[config.mk]
export PLATFORM = sky130hd
export DESIGN_NAME = slab_bitmap_allocator_core
export DESIGN_NICKNAME = d
export VERILOG_FILES = /design/src/sv/sba_pkg.sv /design/src/sv/sba_datapath.sv /design/src/sv/sba_ctrl.sv /design/src/sv/slab_bitmap_allocator_core.sv
export SDC_FILE = /design/constraint.sdc
export NUM_CORES = 2
export LEC_CHECK = 0
export ABC_AREA = 0
export BUFFER_PORTS_ARGS = -buffer_cell sky130_fd_sc_hd__clkbuf_2
export CAP_MARGIN = 20
export CORE_AREA = 2 2 389 391
export DETAILED_ROUTE_END_ITERATION = 16
export DIE_AREA = 0 0 391 393
export GPL_ROUTABILITY_DRIVEN = 0
export PLACE_DENSITY = 0.61
export SLEW_MARGIN = 5
export SYNTH_ARGS = -nofsm -noshare
export SYNTH_HDL_FRONTEND = slang
export SYNTH_SLANG_ARGS = --single-unit
[constraint.sdc]
create_clock -name clk -period 40.4 [get_ports clk]
set_input_delay 12.12 -clock clk [delete_from_list [all_inputs] [get_ports clk]]
set_output_delay 12.12 -clock clk [all_outputs]
set_load 0.05 [all_outputs]
[src/sv/sba_pkg.sv]
// ----------------------------------------------------------------------------
// sba_pkg: shared types and constants of the slab bitmap allocator
// Holds the size-class geometry, the status codes and the control structs
// that run between the controller and the datapath.
// ----------------------------------------------------------------------------
package sba_pkg;

  localparam int NumClasses = 4;
  localparam int MaxSlots   = 256;
  localparam int OffsetBits = 24;
  localparam int ClsW       = $clog2(NumClasses);
  localparam int SlotW      = $clog2(MaxSlots);
  localparam int SlotCntW   = 9;
  localparam int BlkW       = 13;
  localparam int SpanW      = BlkW + SlotCntW;
  localparam int BaseW      = SpanW + ClsW + 1;
  localparam int ReqW       = 32;
  localparam int CfgIdxW    = 3;
  localparam int MapDepth   = NumClasses * MaxSlots;
  localparam int MapAw      = $clog2(MapDepth);

  localparam logic [2:0] ST_ALLOC     = 3'd0;
  localparam logic [2:0] ST_TOO_LARGE = 3'd1;
  localparam logic [2:0] ST_EXHAUSTED = 3'd2;
  localparam logic [2:0] ST_FREED     = 3'd3;
  localparam logic [2:0] ST_IGNORED   = 3'd4;

  localparam logic OP_ALLOC = 1'b0;
  localparam logic OP_FREE  = 1'b1;

  typedef struct packed {
    logic load;      // capture the request, reset the walk
    logic cls_step;  // advance the class walk by one class
    logic scan_step; // read the next map entry / next divide step
    logic mark;      // write the map entry
    logic set_out;   // load the result register
  } sba_cmd_t;

  typedef struct packed {
    logic cls_done;   // class walk resolved
    logic cls_none;   // no class matched
    logic is_alloc;
    logic scan_hit;   // free slot found (alloc) or division finished (free)
    logic scan_end;   // scan ran out of slots
    logic free_ok;    // free division result valid
  } sba_sts_t;

endpackage

[src/sv/sba_datapath.sv]
// ----------------------------------------------------------------------------
// sba_datapath: class walk, bitmap memory, slot scan and offset divider
// One class or quotient bit per cycle; each bitmap entry is read, then checked.
// ----------------------------------------------------------------------------
module sba_datapath import sba_pkg::*; (
  input  logic                  clk,
  input  logic                  rst_n,
  input  logic                  cfg_we,
  input  logic [CfgIdxW-1:0]    cfg_idx,
  input  logic [15:0]           cfg_val,
  input  logic                  req_op,
  input  logic [ReqW-1:0]       req_size,
  input  logic [OffsetBits-1:0] req_off,
  input  logic                  req_null,
  input  logic                  clr_we,
  input  logic [MapAw-1:0]      clr_addr,
  input  sba_cmd_t              cmd,
  output sba_sts_t              sts,
  output logic [2:0]            res_status,
  output logic [OffsetBits-1:0] res_offset
);

  logic [BlkW-1:0]     blk_r   [NumClasses];
  logic [SlotCntW-1:0] slots_r [NumClasses];

  always_ff @(posedge clk) begin
    if (!rst_n) begin
      for (int c = 0; c < NumClasses; c++) begin
        blk_r[c]   <= BlkW'(16 << c);
        slots_r[c] <= SlotCntW'(64);
      end
    end else if (cfg_we) begin
      if (cfg_idx[2] == 1'b0) blk_r[cfg_idx[1:0]] <= cfg_val[BlkW-1:0];
      else                    slots_r[cfg_idx[1:0]] <= cfg_val[SlotCntW-1:0];
    end
  end

  // captured request
  logic                  op_r, null_r;
  logic [ReqW-1:0]       size_r;
  logic [OffsetBits-1:0] off_r;

  // class walk
  logic [ClsW:0]   cls_r;
  logic [BaseW-1:0] base_r;
  logic            done_r, none_r;
  logic [ClsW-1:0] cls_i;
  logic [BlkW-1:0] blk_c;
  logic [SlotCntW-1:0] use_c;
  logic [SpanW-1:0] span_c;
  logic            match_c;

  assign cls_i  = cls_r[ClsW-1:0];
  assign blk_c  = blk_r[cls_i];
  assign use_c  = (slots_r[cls_i] > SlotCntW'(MaxSlots)) ? SlotCntW'(MaxSlots)
                                                          : slots_r[cls_i];
  assign span_c = SpanW'(blk_c) * SpanW'(use_c);
  always_comb begin
    if (op_r == OP_ALLOC) match_c = size_r <= ReqW'(blk_c);
    else match_c = (span_c != '0) && (BaseW'(off_r) >= base_r) &&
                   (BaseW'(off_r) < base_r + BaseW'(span_c));
  end

  // scan / divide
  logic [SlotW:0]      idx_r;
  logic [BaseW-1:0]    rem_r;
  logic [BaseW-1:0]    gofs_r;
  logic [SlotW+1:0]    qbit_r;
  logic                hit_r, end_r, fok_r;
  logic                rd_busy_r, rd_pend_r;
  logic [SlotCntW-1:0] use_r;
  logic [BlkW-1:0]     blk_sel_r;

  // bitmap memory
  logic              map_mem [MapDepth];
  logic              wr_en;
  logic [MapAw-1:0]  wr_addr, rd_addr;
  logic              wr_val;

  assign rd_addr = {cls_i, idx_r[SlotW-1:0]};
  always_comb begin
    wr_en = clr_we; wr_addr = clr_addr; wr_val = 1'b0;
    if (cmd.mark) begin
      wr_en = 1'b1; wr_addr = rd_addr; wr_val = (op_r == OP_ALLOC);
    end
  end
  always_ff @(posedge clk) begin
    if (wr_en) map_mem[wr_addr] <= wr_val;
    rd_busy_r <= map_mem[rd_addr];
  end

  logic [BaseW-1:0] dsub;
  assign dsub = BaseW'(blk_sel_r) << qbit_r;

  always_ff @(posedge clk) begin
    if (!rst_n) begin
      done_r <= 1'b0; none_r <= 1'b0; hit_r <= 1'b0; end_r <= 1'b0;
      fok_r <= 1'b0; rd_pend_r <= 1'b0; cls_r <= '0;
    end else if (cmd.load) begin
      op_r <= req_op; null_r <= req_null; size_r <= req_size; off_r <= req_off;
      cls_r <= '0; base_r <= '0; done_r <= 1'b0; none_r <= 1'b0;
      hit_r <= 1'b0; end_r <= 1'b0; fok_r <= 1'b0; rd_pend_r <= 1'b0;
      idx_r <= '0;
    end else if (cmd.cls_step) begin
      if (cls_r == (ClsW+1)'(NumClasses) || (op_r == OP_FREE && null_r)) begin
        done_r <= 1'b1; none_r <= 1'b1;
      end else if (match_c) begin
        done_r <= 1'b1; use_r <= use_c; blk_sel_r <= blk_c;
        rem_r <= BaseW'(off_r) - base_r; gofs_r <= base_r;
        qbit_r <= (SlotW+2)'(SlotW + 1); idx_r <= '0;
      end else begin
        cls_r <= cls_r + 1'b1; base_r <= base_r + BaseW'(span_c);
      end
    end else if (cmd.scan_step) begin
      if (op_r == OP_ALLOC) begin
        // read pipelined: address idx_r, data next cycle
        if (!rd_pend_r) begin
          if (idx_r >= (SlotW+1)'(use_r)) end_r <= 1'b1;
          else rd_pend_r <= 1'b1;
        end else begin
          rd_pend_r <= 1'b0;
          if (!rd_busy_r) hit_r <= 1'b1;
          else begin
            idx_r <= idx_r + 1'b1; gofs_r <= gofs_r + BaseW'(blk_sel_r);
          end
        end
      end else begin
        // restoring divide, one quotient bit per cycle
        if (rem_r >= dsub) begin
          rem_r <= rem_r - dsub;
          idx_r <= idx_r | ((SlotW+1)'(1) << qbit_r);
        end
        if (qbit_r == '0) begin
          hit_r <= 1'b1;
          fok_r <= ((rem_r >= dsub) ? (rem_r - dsub) : rem_r) == '0;
        end else qbit_r <= qbit_r - 1'b1;
      end
    end
  end

  always_ff @(posedge clk) begin
    if (cmd.set_out) begin
      res_offset <= '0;
      if (op_r == OP_ALLOC) begin
        if (none_r)      res_status <= ST_TOO_LARGE;
        else if (end_r)  res_status <= ST_EXHAUSTED;
        else begin
          res_status <= ST_ALLOC; res_offset <= gofs_r[OffsetBits-1:0];
        end
      end else begin
        res_status <= (!none_r && fok_r) ? ST_FREED : ST_IGNORED;
      end
    end
  end

  assign sts.cls_done = done_r;
  assign sts.cls_none = none_r;
  assign sts.is_alloc = (op_r == OP_ALLOC);
  assign sts.scan_hit = hit_r;
  assign sts.scan_end = end_r;
  assign sts.free_ok  = fok_r;

endmodule

[src/sv/sba_ctrl.sv]
// ----------------------------------------------------------------------------
// sba_ctrl: request sequencer and bitmap clearing pass
// Walks clear, idle, class search, scan, mark and result hand-off.
// ----------------------------------------------------------------------------
module sba_ctrl import sba_pkg::*; (
  input  logic             clk,
  input  logic             rst_n,
  input  logic             in_fire,
  input  logic             out_free,
  input  sba_sts_t         sts,
  output sba_cmd_t         cmd,
  output logic             idle,
  output logic             clr_we,
  output logic [MapAw-1:0] clr_addr,
  output logic             res_valid_set
);

  localparam logic [2:0] S_CLEAR = 3'd0;
  localparam logic [2:0] S_IDLE  = 3'd1;
  localparam logic [2:0] S_CLS   = 3'd2;
  localparam logic [2:0] S_SCAN  = 3'd3;
  localparam logic [2:0] S_MARK  = 3'd4;
  localparam logic [2:0] S_OUT   = 3'd5;

  logic [2:0]       state_r, state_nxt;
  logic [MapAw:0]   clr_r, clr_nxt;

  always_comb begin
    state_nxt = state_r; clr_nxt = clr_r; cmd = '0; res_valid_set = 1'b0;
    unique case (state_r)
      S_CLEAR: begin
        clr_nxt = clr_r + 1'b1;
        if (clr_r == (MapAw+1)'(MapDepth - 1)) state_nxt = S_IDLE;
      end
      S_IDLE: if (in_fire) begin
        cmd.load = 1'b1; state_nxt = S_CLS;
      end
      S_CLS: begin
        if (sts.cls_done) state_nxt = sts.cls_none ? S_OUT : S_SCAN;
        else cmd.cls_step = 1'b1;
      end
      S_SCAN: begin
        if (sts.scan_end) state_nxt = S_OUT;
        else if (sts.scan_hit)
          state_nxt = (sts.is_alloc || sts.free_ok) ? S_MARK : S_OUT;
        else cmd.scan_step = 1'b1;
      end
      S_MARK: begin
        cmd.mark = 1'b1; state_nxt = S_OUT;
      end
      S_OUT: if (out_free) begin
        cmd.set_out = 1'b1; res_valid_set = 1'b1; state_nxt = S_IDLE;
      end
      default: state_nxt = S_IDLE;
    endcase
  end

  always_ff @(posedge clk) begin
    if (!rst_n) begin
      state_r <= S_CLEAR; clr_r <= '0;
    end else begin
      state_r <= state_nxt; clr_r <= clr_nxt;
    end
  end

  assign idle     = (state_r == S_IDLE);
  assign clr_we   = (state_r == S_CLEAR);
  assign clr_addr = clr_r[MapAw-1:0];

endmodule

[src/sv/slab_bitmap_allocator_core.sv]
// ----------------------------------------------------------------------------
// slab_bitmap_allocator_core: four-class slab allocator with busy bitmap
// Allocate claims the lowest free slot of the first fitting class; free
// divides the offset by the class block size and clears that slot.
// ----------------------------------------------------------------------------
//  channel | dir | tdata (low bit first)                          | tuser
//  in_     | in  | opcode, request_size, block_offset, null, pad   | -
//  out_    | out | status, granted_offset, pad                     | -
//  cfg_    | in  | cfg_index (3b), cfg_data (16b)                  | -
//
//  sequence: accept, class walk, then for alloc a slot scan in which each
//    slot looked at takes a registered bitmap read and then a check, or for
//    free a restoring divide, then a mark (only on a grant or a valid free)
//    and the result
//  reset: bitmap clearing pass over all 1024 entries, in_tready low meanwhile
//  stalls: the result register holds until taken; the next transaction is
//    accepted while the previous result still waits at the output
// ----------------------------------------------------------------------------
module slab_bitmap_allocator_core import sba_pkg::*; (
  input  logic        clk,
  input  logic        rst_n,
  input  logic        in_tvalid,
  output logic        in_tready,
  input  logic [63:0] in_tdata,   // opcode, request_size, block_offset, offset_is_null
  output logic        out_tvalid,
  input  logic        out_tready,
  output logic [31:0] out_tdata,  // status, granted_offset
  input  logic        cfg_valid,
  output logic        cfg_ready,
  input  logic [CfgIdxW-1:0] cfg_index,
  input  logic [15:0] cfg_data
);

  sba_cmd_t cmd;
  sba_sts_t sts;
  logic idle, clr_we, res_set, in_fire, out_free;
  logic [MapAw-1:0] clr_addr;
  logic [2:0] res_status;
  logic [OffsetBits-1:0] res_offset;
  logic out_valid_r;

  assign in_tready = idle;
  assign in_fire   = in_tvalid && in_tready;
  // result register frees when empty or being taken this cycle
  assign out_free  = !out_valid_r || out_tready;
  assign cfg_ready = 1'b1;

  sba_ctrl u_ctrl (
    .clk, .rst_n, .in_fire, .out_free, .sts, .cmd, .idle,
    .clr_we, .clr_addr, .res_valid_set(res_set)
  );

  sba_datapath u_dp (
    .clk, .rst_n,
    .cfg_we(cfg_valid && cfg_ready), .cfg_idx(cfg_index), .cfg_val(cfg_data),
    .req_op(in_tdata[0]), .req_size(in_tdata[32:1]),
    .req_off(in_tdata[56:33]), .req_null(in_tdata[57]),
    .clr_we, .clr_addr, .cmd, .sts, .res_status, .res_offset
  );

  always_ff @(posedge clk) begin
    if (!rst_n) out_valid_r <= 1'b0;
    else if (res_set) out_valid_r <= 1'b1;
    else if (out_tready) out_valid_r <= 1'b0;
  end

  assign out_tvalid = out_valid_r;
  assign out_tdata  = {5'd0, res_offset, res_status};

  // no transaction taken during the clearing pass
  a_no_accept_clear: assert property (@(posedge clk) disable iff (!rst_n)
    clr_we |-> !in_tready) else $error("accept during bitmap clear");
  // a non-alloc result carries a zero offset
  a_zero_offset: assert property (@(posedge clk) disable iff (!rst_n)
    (out_tvalid && out_tdata[2:0] != ST_ALLOC) |-> out_tdata[26:3] == '0)
    else $error("offset on failed request");
  // result load only into a free output register
  a_no_overwrite: assert property (@(posedge clk) disable iff (!rst_n)
    res_set |-> out_free) else $error("result overwritten");

endmodule

==> summary.md <==
| Metric | Value |
|---|---|
| #FFs+latches synth | 1339 |
| Largest net degree at the start of global routing | between 200 and 300 |
| Element type at the critical path end | output pin |
| Total power | between 4 and 5 mW |
| Initial Utilization | 44.9% |
| Net Sw Frac | between 30% and 40% |
| DR vias | around 42k |
| Crit Path Category | reg -> out |
| Final setup margin | around 26000 ps |
| Int Pwr | 2.83 mW |
| Vias in the first global route | around 42k |
| Initial antenna violation count | 6 |
| Fmax | just under 70 MHz |
| Minimum clock period | roughly 15000 ps |
| Worst VDD drop | about 0.00009 V |
| Reg2reg setup slack | 29360 ps |
| Detailed Routing Iterations Pass 1 | 5 |
| Setup violators final | 0 |
| Global-route usage over all layers | a little under a quarter |
| RSZ-0062 raised after global routing | false |
| Die area | between 150000 and 200000 um2 |
| Sequential area share after synthesis | ~60% |
| Number of port buffers | around 110 |
| Chip height | just under 400 um |
| Final Net Count | 5477 |
| Switch Pwr | approximately 1.4 mW |
| Library cells used by synthesis | 90 |
| Area grow syn2layout | 11.7% |
| Final clock skew | between 40 and 50 ps |
| CTS sink cnt | 1339 |
| Total Wirelength | approximately 180000 um |
| Worst setup SP type | register |
| Largest area contributor in the netlist | edfxtp_1 |
| Synth Warn # | 0 |
| H-Tree Level Count | 4 |
| CTS tree | built |
| Post-synth ARST share | 0% |
| Grt ovf | 0 |
| Post-synthesis instance area | 67000 um2 |
| Clk Latency, worst-skew pair | 790 ps |
| Clock Tree Buf Depth | 3 |
| Seq pwr share | about 38% |
| Commonest cells post-synth | 1312 x edfxtp_1, 1210 x nor2_1, 350 x mux4_2, 313 x nand2_1, 293 x clkbuf_1 |
| Final ANT Viol Nets | 0 |
| Core Region | around 150000 um2 |
| Max cap viols | 0 |
| Number of post-CTS setup repair buffers | 0 |
| Final hold violations | 0 |
| DRC viols | 0 |
| Synth Area per Inst | approximately 13 um2 |
| Critical Path RT | 28280 ps |
| Critical-path maximum fanout | 17 |
| Critical Path AT | 2390 ps |
| I/O pin cnt | between 100 and 150 |
| EDFF count, synth | about 1.3k |
| Gate power share | about 31% |
| Fin crit share | 35.9% |
| Dpl hpwl | between 100000 and 150000 um |
| Clk network pwr share | a little under a third |
| Primary FF master, synth | edfxtp_1 |
| Pins Over Slew Limit | 0 |
| Diode count | 0 |
| Vias/cell | between 5 and 6 |
| CTS hold repair buffers | 0 |
| Dpl ws | between 20000 and 30000 ps |
| Post-Route Setup TNS | 0 ps |
| Outcome | complete, no violations |
| Leak | between 20 and 25 nW |
| CTS buffer count | roughly 150 |
| Post-cts sizing count | 0 |
| Root Buffer | clkbuf_16 |
| First-pass GRT wire length | around 260000 um |
| Cells taking the most area after synthesis | edfxtp_1 59%, mux4_2 12%, nor2_1 6.8%, ha_1 3.3%, fa_1 2.5% |
| Min-delay worst type | reg -> reg |
| Post-synthesis cell count | just over 5k |
| Worst slew margin | about 25% |
| Top-count cell post-synth | edfxtp_1 |
| Power per cell area | 56.3 nW/um2 |
| Chip width | 391 um |
| Share of layout cells above drive strength 1 | about 16% |
| Actual slew at the worst max-slew pin | 1120 ps |
| Avg WL per Cell | 24.4 um |
| Worst-path clk slew | around 60 ps |
| Num rows | about 140 |
| DR iter-0 viols | 4601 |
| Synth top area share | about three fifths |
[placed cells by master, fill, tap and decap left out, drive strengths merged, types with 59 or more instances in the layout]
| master | synthesis | final |
|---|---|---|
| mux4 | 350 | 350 |
| ha | 176 | 176 |
| a21oi | 144 | 144 |
| fa | 82 | 82 |
| inv | 161 | 166 |
| clkbuf | 293 | 289 |
| nor2 | 1210 | 1210 |
| nor3 | 59 | 59 |
| nand2 | 313 | 313 |
| and2 | 148 | 148 |
| buf | 80 | 119 |
| clkinv | 4 | 75 |
| edfxtp | 1312 | 1312 |
| o21ai | 120 | 120 |
[area by class of cell]
| type | count | area, um2 |
|---|---|---|
| Sequential cell | 1339 | 39900 |
| Inverter | 165 | 624 |
| Clock inverter | 91 | 940 |
| Fill cell | 12853 | 74500 |
| Clock buffer | 182 | 3870 |
| Tap cell | 1944 | 2430 |
| Multi-Input combinational cell | 3251 | 25100 |
| Timing Repair Buffer | 226 | 1890 |
[worst max-delay path: stages, from the launching register on]
cell	delay (ps)
dfxtp_1	480
nand2b_1	270
nor2_1	480
clkbuf_2	380
[cells by family (layout without fill, tap and decap cells)]
group	count (synthesis)	count (layout)	synth area share (%)
buf+inv	538	664	3.15
compound gates	505	505	4.86
simple gates	1978	1978	12.7
mux	403	403	12.6
other cells	2	6	0.0112
fa+ha+maj	258	258	5.74
xor+xnor	101	101	1.32
flops	1339	1339	59.6
[layer usage]
layer,track usage (%),part of all wire [%]
met1,31.4,41
met2,37.6,48
met3,3.89,7.2
met4,7.52,2.8
met5,0,0.018
[final timing paths]
kind                                   from                       end  depth (start not counted)
max          u_ctrl.state_r[2]$_SDFFE_PN0P_                 in_tready                          3
min                 u_dp.hit_r$_SDFFE_PN0P_   u_dp.hit_r$_SDFFE_PN0P_                          2
max reg2reg                        register  u_dp.rem_r[12]$_DFFE_PP_                         35
min reg2reg         u_dp.hit_r$_SDFFE_PN0P_   u_dp.hit_r$_SDFFE_PN0P_                          2
[sequential cells by signal (all words and copies together) (netlist names), 3 cells and up, named ones only]
name and cells:
u_dp.idx_r 9, u_dp.map_mem 1024, u_dp.cls_r 3, u_dp.off_r 24, u_dp.base_r 25, u_ctrl.state_r 3, u_dp.res_offset 24, u_dp.qbit_r 10
u_dp.size_r 32, u_dp.rem_r 25, u_dp.gofs_r 24, u_ctrl.clr_r 11, u_dp.use_r 9, u_dp.slots_r 36, u_dp.blk_sel_r 13, u_dp.blk_r 52
u_dp.res_status 3
[power by group through the flow]
stage               combinational [mW]  clock (mW)  sequential (mW)
floorplan                        0.951           0             1.60
global placement                  1.27           0             1.61
detailed placement                1.29           0             1.61
CTS                               1.29        1.36             1.58
global route                      1.45        1.42             1.58
finish                            1.29        1.34             1.58
[stage by stage]
stage	hold slack, ps	util, %	area [um2]	std cells
final	475	50.1	74800	7198
after global routing	522	50.1	74800	7198
after CTS	475	49.7	74200	7176
after detailed placement	459	46.5	69400	6903
after global placement	457	46.5	69400	6901
after floorplan	438	-	67000	5128
Power figures use the tool's default switching activity.
